==> src/mkd_pkg.sv <==
// ----------------------------------------------------------------------------
// mkd_pkg: shared types and constants of the Morse key decoder
// Holds configuration defaults and register indexes, the event struct passed
// from the press timer to the symbol buffer, and the Morse code lookup.
// ----------------------------------------------------------------------------
package mkd_pkg;

  localparam int CFG_WIDTH   = 24;
  localparam int MAX_SYMBOLS = 5;
  localparam int COUNT_WIDTH = 3;
  localparam int CHAR_WIDTH  = 7;

  localparam logic [CFG_WIDTH-1:0] DOT_MIN_RESET   = 24'd60000;
  localparam logic [CFG_WIDTH-1:0] DASH_MIN_RESET  = 24'd533333;
  localparam logic [CFG_WIDTH-1:0] DASH_MAX_RESET  = 24'd1066666;
  localparam logic [CFG_WIDTH-1:0] GAP_TICKS_RESET = 24'd1114112;

  typedef enum logic [1:0] {
    CFG_DOT_MIN   = 2'd0,
    CFG_DASH_MIN  = 2'd1,
    CFG_DASH_MAX  = 2'd2,
    CFG_GAP_TICKS = 2'd3
  } mkd_cfg_idx_t;

  // What one key sample did to the timing state.
  typedef struct packed {
    logic sym_valid;  // a press was classified as dot or dash
    logic sym_dash;   // the classified press was a dash
    logic gap;        // the inter-letter gap expired
  } mkd_event_t;

  // Morse tree lookup. Index is (1 << length) + code, first symbol in the
  // MSB of the code and a dash encoded as 1.
  function automatic logic [CHAR_WIDTH-1:0] mkd_lookup(input logic [5:0] idx);
    logic [CHAR_WIDTH-1:0] ch;
    unique case (idx)
      6'd2:    ch = 7'h45;  // E
      6'd3:    ch = 7'h54;  // T
      6'd4:    ch = 7'h49;  // I
      6'd5:    ch = 7'h41;  // A
      6'd6:    ch = 7'h4E;  // N
      6'd7:    ch = 7'h4D;  // M
      6'd8:    ch = 7'h53;  // S
      6'd9:    ch = 7'h55;  // U
      6'd10:   ch = 7'h52;  // R
      6'd11:   ch = 7'h57;  // W
      6'd12:   ch = 7'h44;  // D
      6'd13:   ch = 7'h4B;  // K
      6'd14:   ch = 7'h47;  // G
      6'd15:   ch = 7'h4F;  // O
      6'd16:   ch = 7'h48;  // H
      6'd17:   ch = 7'h56;  // V
      6'd18:   ch = 7'h46;  // F
      6'd20:   ch = 7'h4C;  // L
      6'd22:   ch = 7'h50;  // P
      6'd23:   ch = 7'h4A;  // J
      6'd24:   ch = 7'h42;  // B
      6'd25:   ch = 7'h58;  // X
      6'd26:   ch = 7'h43;  // C
      6'd27:   ch = 7'h59;  // Y
      6'd28:   ch = 7'h5A;  // Z
      6'd29:   ch = 7'h51;  // Q
      6'd32:   ch = 7'h35;  // 5
      6'd33:   ch = 7'h34;  // 4
      6'd35:   ch = 7'h33;  // 3
      6'd39:   ch = 7'h32;  // 2
      6'd47:   ch = 7'h31;  // 1
      6'd48:   ch = 7'h36;  // 6
      6'd56:   ch = 7'h37;  // 7
      6'd60:   ch = 7'h38;  // 8
      6'd62:   ch = 7'h39;  // 9
      6'd63:   ch = 7'h30;  // 0
      default: ch = '0;
    endcase
    return ch;
  endfunction

  // Turns the buffer (symbol i in bit i) into a character, or 0 if the
  // code is empty or has no entry.
  function automatic logic [CHAR_WIDTH-1:0] mkd_decode(
    input logic [MAX_SYMBOLS-1:0] bits,
    input logic [COUNT_WIDTH-1:0] count
  );
    logic [MAX_SYMBOLS-1:0] code;
    logic [5:0]             idx;
    code = '0;
    for (int i = 0; i < MAX_SYMBOLS; i++) begin
      if (COUNT_WIDTH'(i) < count) begin
        code = {code[MAX_SYMBOLS-2:0], bits[i]};
      end
    end
    idx = (6'd1 << count) | 6'(code);
    if (count == '0 || count > COUNT_WIDTH'(MAX_SYMBOLS)) begin
      return '0;
    end
    return mkd_lookup(idx);
  endfunction

endpackage

==> src/mkd_press_timer.sv <==
// ----------------------------------------------------------------------------
// mkd_press_timer: key edge detection, press and gap timing
// Times each press with a saturating counter, classifies it as dot or dash
// on release, and signals when the inter-letter gap has expired.
// ----------------------------------------------------------------------------
module mkd_press_timer
  import mkd_pkg::*;
#(
  parameter int TICK_COUNT_WIDTH = 24
) (
  input  logic                 clk,
  input  logic                 rst,
  input  logic                 step,
  input  logic                 level,
  input  logic [CFG_WIDTH-1:0] dot_min,
  input  logic [CFG_WIDTH-1:0] dash_min,
  input  logic [CFG_WIDTH-1:0] dash_max,
  input  logic [CFG_WIDTH-1:0] gap_ticks,
  output mkd_event_t           evt
);

  localparam int TW = TICK_COUNT_WIDTH;
  localparam int CmpWidth = (TW > CFG_WIDTH) ? TW : CFG_WIDTH;

  logic          last_level;
  logic [TW-1:0] press_ticks, press_ticks_next;
  logic [TW-1:0] idle_ticks, idle_ticks_next;
  logic [TW-1:0] idle_inc;
  logic          rise, fall;
  logic          is_dot, is_dash;
  logic [CmpWidth-1:0] len_x, idle_x, dot_min_x, dash_min_x, dash_max_x, gap_x;

  assign rise = level & ~last_level;
  assign fall = ~level & last_level;

  assign len_x      = CmpWidth'(press_ticks);
  assign idle_x     = CmpWidth'(idle_inc);
  assign dot_min_x  = CmpWidth'(dot_min);
  assign dash_min_x = CmpWidth'(dash_min);
  assign dash_max_x = CmpWidth'(dash_max);
  assign gap_x      = CmpWidth'(gap_ticks);

  assign is_dot  = (len_x > dot_min_x) && (len_x < dash_min_x);
  assign is_dash = !is_dot && (len_x > dash_min_x) && (len_x < dash_max_x);

  assign idle_inc = (idle_ticks == '1) ? idle_ticks : idle_ticks + TW'(1);

  always_comb begin
    press_ticks_next = press_ticks;
    idle_ticks_next  = idle_ticks;
    evt              = '0;
    if (rise) begin
      press_ticks_next = TW'(1);
      idle_ticks_next  = '0;
    end else if (fall) begin
      idle_ticks_next = '0;
      evt.sym_valid   = is_dot | is_dash;
      evt.sym_dash    = is_dash;
    end else begin
      if (level && press_ticks != '1) begin
        press_ticks_next = press_ticks + TW'(1);
      end
      if (idle_x >= gap_x) begin
        idle_ticks_next = '0;
        evt.gap         = 1'b1;
      end else begin
        idle_ticks_next = idle_inc;
      end
    end
  end

  always_ff @(posedge clk) begin
    if (rst) begin
      last_level  <= 1'b0;
      press_ticks <= '0;
      idle_ticks  <= '0;
    end else if (step) begin
      last_level  <= level;
      press_ticks <= press_ticks_next;
      idle_ticks  <= idle_ticks_next;
    end
  end

endmodule

==> src/mkd_symbol_buffer.sv <==
// ----------------------------------------------------------------------------
// mkd_symbol_buffer: dot/dash buffer and letter decode
// Collects up to five symbols and decodes them to ASCII when the buffer
// fills or the gap expires, clearing the buffer on every flush.
// ----------------------------------------------------------------------------
module mkd_symbol_buffer
  import mkd_pkg::*;
(
  input  logic                  clk,
  input  logic                  rst,
  input  logic                  step,
  input  mkd_event_t            evt,
  output logic                  letter_valid,
  output logic [CHAR_WIDTH-1:0] letter_char
);

  logic [MAX_SYMBOLS-1:0] symbol_bits, symbol_bits_next;
  logic [COUNT_WIDTH-1:0] symbol_count, symbol_count_next;
  logic                   flush;
  logic [CHAR_WIDTH-1:0]  ch;

  always_comb begin
    symbol_bits_next  = symbol_bits;
    symbol_count_next = symbol_count;
    if (evt.sym_valid && symbol_count < COUNT_WIDTH'(MAX_SYMBOLS)) begin
      symbol_bits_next[symbol_count] = evt.sym_dash;
      symbol_count_next              = symbol_count + COUNT_WIDTH'(1);
    end
    flush = evt.gap || (symbol_count_next >= COUNT_WIDTH'(MAX_SYMBOLS));
    ch    = flush ? mkd_decode(symbol_bits_next, symbol_count_next) : '0;
    if (flush) begin
      symbol_bits_next  = '0;
      symbol_count_next = '0;
    end
  end

  assign letter_valid = (ch != '0);
  assign letter_char  = ch;

  always_ff @(posedge clk) begin
    if (rst) begin
      symbol_bits  <= '0;
      symbol_count <= '0;
    end else if (step) begin
      symbol_bits  <= symbol_bits_next;
      symbol_count <= symbol_count_next;
    end
  end

  // A full buffer is always flushed in the same step that fills it.
  a_count_below_full: assert property (@(posedge clk) disable iff (rst)
    symbol_count < COUNT_WIDTH'(MAX_SYMBOLS))
    else $error("symbol buffer held a full count across a step");

  // Buffer positions at or above the count are always clear.
  a_bits_above_count_clear: assert property (@(posedge clk) disable iff (rst)
    (symbol_bits >> symbol_count) == '0)
    else $error("symbol buffer has a dash beyond its count");

endmodule

==> src/morse_key_decoder_core.sv <==
// ----------------------------------------------------------------------------
// morse_key_decoder_core: Morse key decoder, one key sample per timer tick
// Turns a stream of key-line samples into dot/dash symbols and ASCII
// letters and digits.
// ----------------------------------------------------------------------------
// Usage:
// Each beat on the key channel (key_valid/key_ready/key_level) carries one
// sample of the key line for one timer tick. A beat on the result channel
// (result_valid/result_ready) is produced only for ticks that classified a
// press as dot or dash, or that decoded a letter; other ticks only update
// the timing state. The four configuration registers are written through
// cfg_we/cfg_index/cfg_data only while the block is idle; the user is bound
// to this, and nothing in the block enforces it. A sample is captured in
// an input register; the timing and buffer state are then updated and the
// result register loaded from it. One sample is taken in every cycle while
// the receiver does not stall.
// When the receiver stalls, the result register holds its beat while the
// input register keeps one more sample; only when both are full does
// key_ready drop. Reset clears the timing counters, the symbol buffer,
// both pipeline registers and loads the default thresholds.
// ----------------------------------------------------------------------------
module morse_key_decoder_core
  import mkd_pkg::*;
#(
  parameter int TICK_COUNT_WIDTH = 24
) (
  input  logic                  clk,
  input  logic                  rst,
  // key sample channel
  input  logic                  key_valid,
  output logic                  key_ready,
  input  logic                  key_level,
  // result channel
  output logic                  result_valid,
  input  logic                  result_ready,
  output logic                  symbol_valid,
  output logic                  symbol_is_dash,
  output logic                  letter_valid,
  output logic [CHAR_WIDTH-1:0] letter_char,
  // configuration write port
  input  logic                  cfg_we,
  input  logic [1:0]            cfg_index,
  input  logic [CFG_WIDTH-1:0]  cfg_data
);

  // Threshold registers.
  logic [CFG_WIDTH-1:0] dot_min, dash_min, dash_max, gap_ticks;

  // Input register holding one captured sample.
  logic stage_valid;
  logic stage_level;

  logic       advance;
  logic       step;
  mkd_event_t evt;
  logic       buf_letter_valid;
  logic [CHAR_WIDTH-1:0] buf_letter_char;
  logic       has_result;

  always_ff @(posedge clk) begin
    if (rst) begin
      dot_min   <= DOT_MIN_RESET;
      dash_min  <= DASH_MIN_RESET;
      dash_max  <= DASH_MAX_RESET;
      gap_ticks <= GAP_TICKS_RESET;
    end else if (cfg_we) begin
      unique case (mkd_cfg_idx_t'(cfg_index))
        CFG_DOT_MIN:   dot_min   <= cfg_data;
        CFG_DASH_MIN:  dash_min  <= cfg_data;
        CFG_DASH_MAX:  dash_max  <= cfg_data;
        CFG_GAP_TICKS: gap_ticks <= cfg_data;
      endcase
    end
  end

  // The stage moves forward whenever the result register is free or is
  // being emptied this cycle; a sample with no result still advances.
  assign advance   = !result_valid || result_ready;
  assign step      = stage_valid && advance;
  assign key_ready = !stage_valid || advance;

  always_ff @(posedge clk) begin
    if (rst) begin
      stage_valid <= 1'b0;
    end else if (key_valid && key_ready) begin
      stage_valid <= 1'b1;
    end else if (step) begin
      stage_valid <= 1'b0;
    end
  end

  always_ff @(posedge clk) begin
    if (key_valid && key_ready) begin
      stage_level <= key_level;
    end
  end

  mkd_press_timer #(
    .TICK_COUNT_WIDTH(TICK_COUNT_WIDTH)
  ) u_timer (
    .clk       (clk),
    .rst       (rst),
    .step      (step),
    .level     (stage_level),
    .dot_min   (dot_min),
    .dash_min  (dash_min),
    .dash_max  (dash_max),
    .gap_ticks (gap_ticks),
    .evt       (evt)
  );

  mkd_symbol_buffer u_buffer (
    .clk          (clk),
    .rst          (rst),
    .step         (step),
    .evt          (evt),
    .letter_valid (buf_letter_valid),
    .letter_char  (buf_letter_char)
  );

  assign has_result = evt.sym_valid || buf_letter_valid;

  // Result register: loaded on every step, emptied when the beat is taken.
  always_ff @(posedge clk) begin
    if (rst) begin
      result_valid <= 1'b0;
    end else if (step) begin
      result_valid <= has_result;
    end else if (result_ready) begin
      result_valid <= 1'b0;
    end
  end

  always_ff @(posedge clk) begin
    if (step) begin
      symbol_valid   <= evt.sym_valid;
      symbol_is_dash <= evt.sym_valid && evt.sym_dash;
      letter_valid   <= buf_letter_valid;
      letter_char    <= buf_letter_char;
    end
  end

  // Every result beat carries a symbol or a letter.
  a_result_not_empty: assert property (@(posedge clk) disable iff (rst)
    result_valid |-> (symbol_valid || letter_valid))
    else $error("result beat with neither symbol nor letter");

  // A letter beat always carries a nonzero character.
  a_letter_has_char: assert property (@(posedge clk) disable iff (rst)
    (result_valid && letter_valid) |-> (letter_char != '0))
    else $error("letter beat with a null character");

  // A stalled result keeps its contents until it is taken.
  a_stall_keeps_letter: assert property (@(posedge clk) disable iff (rst)
    (result_valid && !result_ready) |=> $stable(letter_char) && result_valid)
    else $error("stalled result beat changed");

  // The stage never consumes a sample while the result register is blocked.
  a_no_step_when_blocked: assert property (@(posedge clk) disable iff (rst)
    (result_valid && !result_ready) |-> !step)
    else $error("sample processed into a blocked result register");

endmodule
==> config.mk <==
export PLATFORM = sky130hd
export DESIGN_NAME = morse_key_decoder_core
export DESIGN_NICKNAME = d
export VERILOG_FILES = /design/src/mkd_pkg.sv /design/src/mkd_press_timer.sv /design/src/mkd_symbol_buffer.sv /design/src/morse_key_decoder_core.sv
export SDC_FILE = /design/constraint.sdc
export NUM_CORES = 1
export LEC_CHECK = 0
export ABC_CLOCK_PERIOD_IN_PS = 6300
export BUFFER_PORTS_ARGS = -buffer_cell sky130_fd_sc_hd__buf_2
export CAP_MARGIN = 0
export CORE_MARGIN = 2
export CORE_UTILIZATION = 55
export DETAILED_ROUTE_END_ITERATION = 16
export HOLD_SLACK_MARGIN = 0.05
export PLACE_DENSITY_LB_ADDON = 0.1
export RECOVER_POWER = 25
export SYNTH_ARGS = -nofsm -noshare
export SYNTH_HDL_FRONTEND = slang
export SYNTH_SLANG_ARGS = --single-unit
==> constraint.sdc <==
create_clock -name clk -period 6.3 [get_ports clk]
set_clock_uncertainty 0.15 [all_clocks]
set_input_delay 0 -clock clk [delete_from_list [all_inputs] [get_ports clk]]
set_output_delay 0 -clock clk [all_outputs]
set_load 0.05 [all_outputs]
; Yosys cells after proc, flatten, opt, wreduce, memory -nomap -nowiden
; Memory sizes are Yosys's and may differ from the RTL's.
; Cells that the tools add are included.
; W data, S select, Z words.
[word_totals]
ff_bits = 166
mem_bits_ro = 448
mem_count = 1
[memory_table]
columns = memory, depth, width, read_ports, rd_ports_with_merged_regs, wr, line
row1 = (name not given), 64, 7, 1, 0, 0, mkd_pkg.sv:36  ; unique case (idx)
[classes]
n_addsub = 3
order_cmp = 15
n_eq_ne = 6
shifts = 1
mux = 31
bitwise_logic = 6
n_reduce_logical = 28
[ops]
columns = op, n
row1 = $mux W24, 7
row2 = $add A24 B1 Y24 const B, 2
row3 = $gt A24 B24 Y1, 2
row4 = $lt A24 B24 Y1, 2
row5 = $eq A24 B24 Y1 const B, 1
row6 = $ge A24 B24 Y1, 1
row7 = $ne A24 B24 Y1 const B, 1
row8 = $mux W7, 3
row9 = $mux W5, 3
row10 = $mux W3, 4
row11 = $logic_and A1 B1 Y1, 9
row12 = $mux W1, 9
row13 = $reduce_and A2 Y1, 4
row14 = $reduce_bool A7 Y1, 1
row15 = $lt A1 B3 Y1 const A, 2
row16 = $lt A2 B3 Y1 const A, 2
row17 = $or A6 B5 Y6, 1
row18 = $reduce_bool A2 Y1, 3
row19 = $shl A1 B3 Y6 const A, 1
row20 = $bwmux W5, 1
row21 = $logic_or A1 B1 Y1, 5
row22 = $eq A2 B2 Y1 const B, 2
row23 = $lt A3 B4 Y1 const B, 1
row24 = $mux W2, 2
row25 = 17 further kinds, 21

; Depth between registers and ports, before layout
; Gate-level depths: netlist (run 1).
; An unclocked memory read counts as a cell.
[logic_depth]
word_depth = 23
ltp_mapped = 23
mapped_depth_nobuf = 23

; Cells and area by module
; Synthesis (run 1) repeated with hierarchy kept, for this count alone.
[hier_totals]
cells_unflattened = 1251
hier_area_um2 = 10871.7
[modules_own_cells]
columns = module, n_inst, cells_per_inst, area_per_inst_um2, seq_area_each_um2
row1 = mkd_press_timer, 1, 670, 5144.9, 980.9
row2 = morse_key_decoder_core, 1, 386, 4249.1, 2292.2
row3 = mkd_symbol_buffer, 1, 195, 1477.7, 160.2

; Least setup slack after synthesis (run 1)
; OpenSTA, ideal clock, no wires.
[synth_timing]
kind = register to register
start = register u_timer.idle_ticks[3]
end = register letter_valid, data pin
setup_time_ns = 0.259
t_arrival_ns = 5.357
t_required_ns = 5.891
setup_slack_ns = 0.534
stages_incl_launch_ff = 24
n_path_buf = 0
path_cell_list = dfxtp_1 > and3_1 > and3_1 > nand3_1 > nor4b_1 > nand4b_1 > nor2_1 > xor2_1 > ha_1 > a21o_1 > a21o_1 > a21oi_1 > o21ai_0 > nand3_1 > a21oi_1 > and4b_1 > o21ai_0 > nor2b_1 > a21oi_1 > a211oi_1 > o311a_1 > a2111o_1 > or4_1 > or2_1
[synth_via]
elab_chain_len = 9
word_cells_on_any_way = 10
classes_between = 1 x add/sub / 1 x order compare / 1 x eq/ne / 5 x mux / 2 x reduce/logical
[synth_rtl]
columns = element, line
row1 = start: declaration, mkd_press_timer.sv:27  ; logic [TW-1:0] idle_ticks, idle_ticks_next;
row2 = start signal: assignment, mkd_press_timer.sv:80  ; idle_ticks <= idle_ticks_next;
row3 = $add A24 B1 Y24 or $eq A24 B24 Y1 (tied branches), mkd_press_timer.sv:46  ; assign idle_inc = (idle_ticks == '1) ? idle_ticks : idle_ticks + TW'(1);
row4 = $mux W24 (*), mkd_press_timer.sv:46
row5 = $ge A24 B24 Y1 (*), mkd_press_timer.sv:63  ; if (idle_x >= gap_x) begin
row6 = $mux W1 (*), mkd_press_timer.sv:63
row7 = $mux W1 (*), mkd_press_timer.sv:55  ; end else if (fall) begin
row8 = $mux W3 (*), mkd_press_timer.sv:52  ; if (rise) begin
row9 = $logic_or A1 B1 Y1 (*), mkd_symbol_buffer.sv:29  ; flush = evt.gap || (symbol_count_next >= COUNT_WIDTH'(MAX_SYMBOLS));
row10 = $mux W7 (*), mkd_symbol_buffer.sv:30  ; ch = flush ? mkd_decode(symbol_bits_next, symbol_count_next) : '0;
row11 = via buf_letter_char[4], morse_key_decoder_core.sv:57  ; logic [CHAR_WIDTH-1:0] buf_letter_char;
row12 = $reduce_bool A7 Y1 (*), mkd_symbol_buffer.sv:37  ; assign letter_valid = (ch != '0);
row13 = via buf_letter_valid, morse_key_decoder_core.sv:56  ; logic buf_letter_valid;
row14 = end signal: assignment, morse_key_decoder_core.sv:138  ; letter_valid <= buf_letter_valid;
row15 = end: declaration, morse_key_decoder_core.sv:38  ; output logic letter_valid,
; Mark *: on every way through the listed nets, which the timed path passes. The rest lies on a longest branch.
; A chain may end at the register's enable or synchronous reset.

==> results of run 1 <==
metrics by stage:
| step | setup slack (ns) | hold slack, ns | power (mW) | util, % | area (um^2) |
|---|---|---|---|---|---|
| final | 0.371 | 0.0940 | 2.36 | 63.3 | 11300 |
| after global routing | 0.00779 | 0.130 | 2.44 | 63.3 | 11300 |
| after CTS | 0.357 | 0.0511 | 2.38 | 63.4 | 11400 |
| after detailed placement | 0.392 | 0.0358 | 1.29 | 58.3 | 10400 |
| after global placement | 0.477 | 0.0286 | 1.29 | 58.3 | 10400 |
| after floorplan | 0.534 | -0.0511 | 1.23 | - | 9970 |
report_power, final:
group | internal [mW] | total [mW] | leakage, nW | switching, mW
combinational | 0.0662 | 0.188 | 3.07 | 0.121
sequential | 1.09 | 1.10 | 1.38 | 0.0133
clock | 0.604 | 1.08 | 0.284 | 0.471
total | 1.76 | 2.36 | 4.73 | 0.606
timing repair:
item | CTS | global route
resized for setup | 0 | 1
hold endpoints to repair | 103 | 0
hold buffers | 32 | 0
setup endpoints to repair | 0 | 1
final cells by class:
cell class | count | area, um^2 | share of cell area [%]
multi-input combinational | 934 | 5920 | 52.2
sequential | 166 | 3430 | 30.3
timing repair buffer | 97 | 679 | 6.00
clock buffer | 18 | 439 | 3.88
inverter | 108 | 408 | 3.60
tap | 229 | 287 | 2.53
clock inverter | 14 | 166 | 1.47
worst min-delay path, cell delays in order:
cell and delay (ns):
buf_2 0.13, nand2_1 0.09, nor2_2 0.03, buf_4 0.23, nand2_1 0.10, a21oi_1 0.05
routing by layer:
layer  share of wire (%)  up-vias
li1                    -     4545
met1                  47     4181
met2                  46      244
met3                 5.2       46
met4                 2.4        0
met5                   0        -
flip-flops by register name, indices dropped and copies added (netlist names):
name / count
dash_max: 24
dash_min: 24
dot_min: 24
gap_ticks: 24
u_timer.idle_ticks: 24
u_timer.len_x: 24
letter_char: 7
u_buffer.symbol_bits: 5
u_buffer.symbol_count: 3
letter_valid: 1
result_valid: 1
stage_level: 1
stage_valid: 1
symbol_is_dash: 1
symbol_valid: 1
u_timer.last_level: 1
cell usage after synthesis (all sizes together), types with 3 or more instances:
cell     number  area [um^2]
nand2       231          867
dfxtp       155         3100
a21oi       121          606
inv         108          408
ha          103         1290
nor2        100          375
clkbuf       51          191
nand4        34          219
o21ai        33          165
a22oi        30          225
nand3        29          145
xor2         23          201
a211o        19          166
xnor2        18          158
and3         14         87.6
nand3b       14          105
o31ai        14          110
a21o         13         97.6
o211ai       13          103
edfxtp       11          330
nor3         11         60.1
or3          10         67.6
nor2b         8         50.1
nand2b        7         43.8
nor4          7         43.8
a211oi        6         45.0
buf           6         36.3
o21a          6         52.6
a2111oi       5         56.3
or2           5         31.3
a21boi        4         30.0
a31oi         4         25.0
and2          4         27.5
nand4b        4         35.0
a221oi        3         32.5
mux2i         3         30.0
o21bai        3         22.5
cells by family after synthesis:
kind of cell    after synthesis  share of synthesized area, %
mux                           5                         0.565
xor+xnor                     41                          3.60
buf+inv                     165                          6.37
simple gates                487                          22.4
compound gates              298                          19.7
flops                       166                          34.4
fa+ha+maj                   103                          12.9
final timing paths:
path | endpoint | depth (start not counted) | from
max reg2reg | letter_valid | 20 | dash_max[22]
max | letter_valid | 20 | dash_max[22]
min | dash_max[13] | 6 | cfg_index[1]
min reg2reg | dash_max[2] | 2 | dash_max[2]
==> metrics.csv, run 1 <==
metric,value,unit
Die H,139,um
Die X,139,um
GRT met3 Usage,4.25,%
# setup viols final,0,
fraction of registers with async set/reset,0,%
Final Critical Period,5.93,ns
dpl cells,1502,
Worst Tran Pin Value,1.83,ns
"CP delay by family, top",simple AND/OR/NAND/NOR gates,
Detailed Route WL,26.5,mm
initial core utilization,55.7,%
most frequent cells in the layout,"nand2_1 (231), dfxtp_1 (155), a21oi_1 (121)",
"most common cell after layout, fill and taps aside",nand2_1,
core area,0.0179,mm^2
DRT Pass-1 Iters,5,
Crit. End Element,flip-flop,
root buffer cell,clkbuf_16,
starting DRC count in detailed routing,660,
Hold WC Path Type,primary input to flip-flop,
startpoint class of the critical path,flip-flop,
slowest cell delay on critical path,0.62,ns
met2 GRT Util,44.9,%
DRT antenna net count,0,
number of global-route vias before repair,8543,
syn avg cell area,7.88,um^2
Final nets,1459,
"flops & latches, synth",166,
vias,9016,
wire per inst,16.9,um
area delta synth->final,13.6,%
Pwr per Cell Area,209,mW/mm^2
initial antenna violation count,0,
Finished Layout Cells,1566,
slowest CP cell,or4_1,
slew margin rel.,-22.3,%
H-Tree Level Count,4,
Post-synth EDFFs,11,
n_diodes,0,
sequential share of the synthesized area,34.4,%
CTS Buf Count,17,
"critical path, cell by cell",inv_1 > ha_1 > nand4_1 > or4_1 > a2111oi_2 > nand4b_1 > or2b_4 > o21a_4 > inv_4 > mux2_4 > or3_1 > nand4_2 > inv_2 > ha_1 > a21oi_1 > a221oi_1 > o41a_1 > or3_1 > or4_1 > or2_1,
Reg2Reg Setup Slack,0.37,ns
Max clock buf depth,2,
DRC violations left,0,
max frequency,169,MHz
Sum Neg Setup Slack,0,ns
CTS tree,built,
"Top FF cell, synth",dfxtp_1,
"Buf+Inv Stages, Crit Path",3,
CP max FO,12,
distinct cell type count after synthesis,81,
failing checks,"capacitance limit, slew limit",
share of layout cells above drive strength 1,7.85,%
CP Class,flip-flop to flip-flop,
first-pass GRT wire length,43.3,mm
Post-CTS Setup Bufs,0,
row cnt,49,
Mapped Nets,1400,
critical path required time,6.33,ns
leakage power,4.73,nW
period utilisation layout,94.1,%
busiest grt layer,met2,
Peak VDD IR,0.196,mV
"Clk Latency, worst-skew pair",0.44,ns
RSZ-0062 raised after global routing,false,
Max Cap Viol,3,
# fillers,1581,
IO buf count,43,
overall routing resource usage,27.6,%
final hold viol count,0,
Ys Warns,0,
Ports,44,
CTS sink cnt,166,
GP Congestion,0.940,
met1 GRT Util,38.1,%
synthesized cell area,0.00997,mm^2
max-slew violations,89,
post-DR vias/cell,5.76,
outcome,finished with violations,
total grt overflow,0,
Detailed Place HPWL,18.5,mm
"Clk pin slew, worst setup/hold paths",0.07,ns
Critical Path AT,5.96,ns
Synth Instances,1265,
pin count of the biggest net entering global routing,86,
full die area,0.0192,mm^2
(Power assumes the default switching activity.)
==> run 2: changes to the inputs <==
- SETUP_SLACK_MARGIN: unset -> 0.4
==> metrics.csv, run 2 (same netlist as run 1, synthesis figures left out) <==
metric,value,unit
outcome,finished with violations,
failing checks,"capacitance limit, slew limit",
Detailed Route WL,27.0,mm
row cnt,49,
most frequent cells in the layout,"nand2_1 (231), dfxtp_1 (155), a21oi_1 (120)",
Power Total,2.37,mW
Ports,44,
share of layout cells above drive strength 1,9.42,%
GP Congestion,0.940,
Peak VDD IR,0.196,mV
critical path required time,6.33,ns
vias,9138,
slew margin rel.,-22.3,%
final hold viol count,0,
Max Cap Viol,3,
post-DR vias/cell,5.79,
reg2reg start,u_timer.len_x[15],
pin count of the biggest net entering global routing,86,
Detailed Place HPWL,18.5,mm
Hold Path Cell Cnt,6,
overall routing resource usage,27.7,%
number of global-route vias before repair,8565,
"Clk pin slew, worst setup/hold paths",0.07,ns
Hold Path End,dash_max[13],
Die X,139,um
Sum Neg Setup Slack,0,ns
placed inst area,0.0104,mm^2
Setup WS pre-CTS,0.392,ns
DRT Pass-1 Iters,5,
area delta synth->final,15.2,%
R2R Path End,letter_valid,
max-slew violations,89,
core area,0.0179,mm^2
reg2reg path depth,20,
total grt overflow,0,
starting DRC count in detailed routing,610,
RSZ-0062 raised after global routing,false,
Final Critical Period,5.73,ns
CTS tree,built,
# setup viols final,0,
CTS Buf Count,17,
leakage power,4.78,nW
H-Tree Level Count,4,
initial core utilization,55.7,%
CTS sink cnt,166,
Reg2Reg Setup Slack,0.57,ns
initial antenna violation count,0,
Hold Crit Start,cfg_index[1],
"most common cell after layout, fill and taps aside",nand2_1,
CP max FO,8,
Pwr per Cell Area,206,mW/mm^2
worst setup margin,0.573,ns
first-pass GRT wire length,43.4,mm
Hold WC Path Type,primary input to flip-flop,
wire per inst,17.1,um
DRT antenna net count,0,
CP Class,flip-flop to flip-flop,
Final nets,1470,
max frequency,175,MHz
n_diodes,0,
Finished Cell Area,0.0115,mm^2
Max clock buf depth,2,
IO buf count,43,
Critical Path AT,5.76,ns
startpoint class of the critical path,flip-flop,
Die H,139,um
DRC violations left,0,
Worst Tran Pin Value,1.83,ns
Crit. End Element,flip-flop,
root buffer cell,clkbuf_16,
full die area,0.0192,mm^2
"Clk Latency, worst-skew pair",0.44,ns
period utilisation layout,90.9,%
-- run 2: cell count changes in the layout (fill, tap and decap cells not counted), moves of 2 or more --
cell,previous run,this run
a2111oi_1,0,2
nor4_1,7,4
inv_1,105,103
inv_2,2,4
nor4_2,0,3
nor2_1,99,97
buf_4,21,31
a2111oi_0,3,1
nor2_2,1,3
-- run 2: report_power, final --
| group | total, mW | switching (mW) | internal [mW] |
|---|---|---|---|
| Sequential | 1.10 | 0.0133 | 1.09 |
| Clock | 1.08 | 0.473 | 0.604 |
| Combinational | 0.190 | 0.123 | 0.0673 |
-- run 2: repair_timing --
| item | in CTS | in global routing |
|---|---|---|
| setup endpoints to repair | 2 | 2 |
| buffers inserted | 0 | 10 |
| hold buffers | 32 | 0 |
| gates resized for setup | 2 | 15 |
| pin swaps | 0 | 4 |
| endpoints found under the hold margin | 103 | 0 |
| cloned | 0 | 1 |
-- run 2: worst max-delay path by stage --
stage,cells past startpoint,start,slack [ns],endpoint
global route,21,dash_max[22],0.36,letter_valid
finish,20,u_timer.len_x[15],0.57,letter_valid
global placement,22,dash_max[22],0.48,letter_valid
floorplan,23,u_timer.idle_ticks[3],0.53,letter_valid
detailed placement,22,dash_max[22],0.39,letter_valid
CTS,22,dash_max[22],0.42,letter_valid
-- run 2: layout make-up --
| cell class | instances | area [um^2] |
|---|---|---|
| well taps | 229 | 287 |
| inverters | 108 | 408 |
| multi-input cells | 935 | 5990 |
| fillers | 1562 | 6420 |
| clock inverters | 14 | 166 |
| flip-flops and latches | 166 | 3430 |
| clock buffers | 18 | 439 |
| repair buffers | 107 | 754 |
-- run 2: metrics by stage --
stage	instances	hold WS, ns	utilization, %
after floorplan	1265	-0.0511	-
after global placement	1502	0.0286	58.3
after detailed placement	1502	0.0358	58.3
after CTS	1566	0.0511	63.5
after global routing	1577	0.130	64.1
final	1577	0.0895	64.1
-- run 2: per-layer routing --
layer	vias up	GRT usage (%)	wire length, um
li1	4565	-	-
met1	4283	38.0	12600
met4	0	8.51	652
met5	-	0	0
met3	47	4.45	1350
met2	243	45.1	12400
-- run 2: critical path, stage by stage (launching register included) --
cell and delay [ns]:
dfxtp_1 0.38, ha_1 0.36, nand4_1 0.18, or4_4 0.54, a2111oi_2 0.28, nand4b_1 0.19
or2b_4 0.17, o21a_4 0.20, inv_4 0.08, mux2_4 0.34, mux2i_1 0.14, a221oi_2 0.35
buf_4 0.17, buf_4 0.16, ha_4 0.15, or3_1 0.13, a21oi_1 0.08, o41a_1 0.40
or3_1 0.36, or4_1 0.43, or2_1 0.22
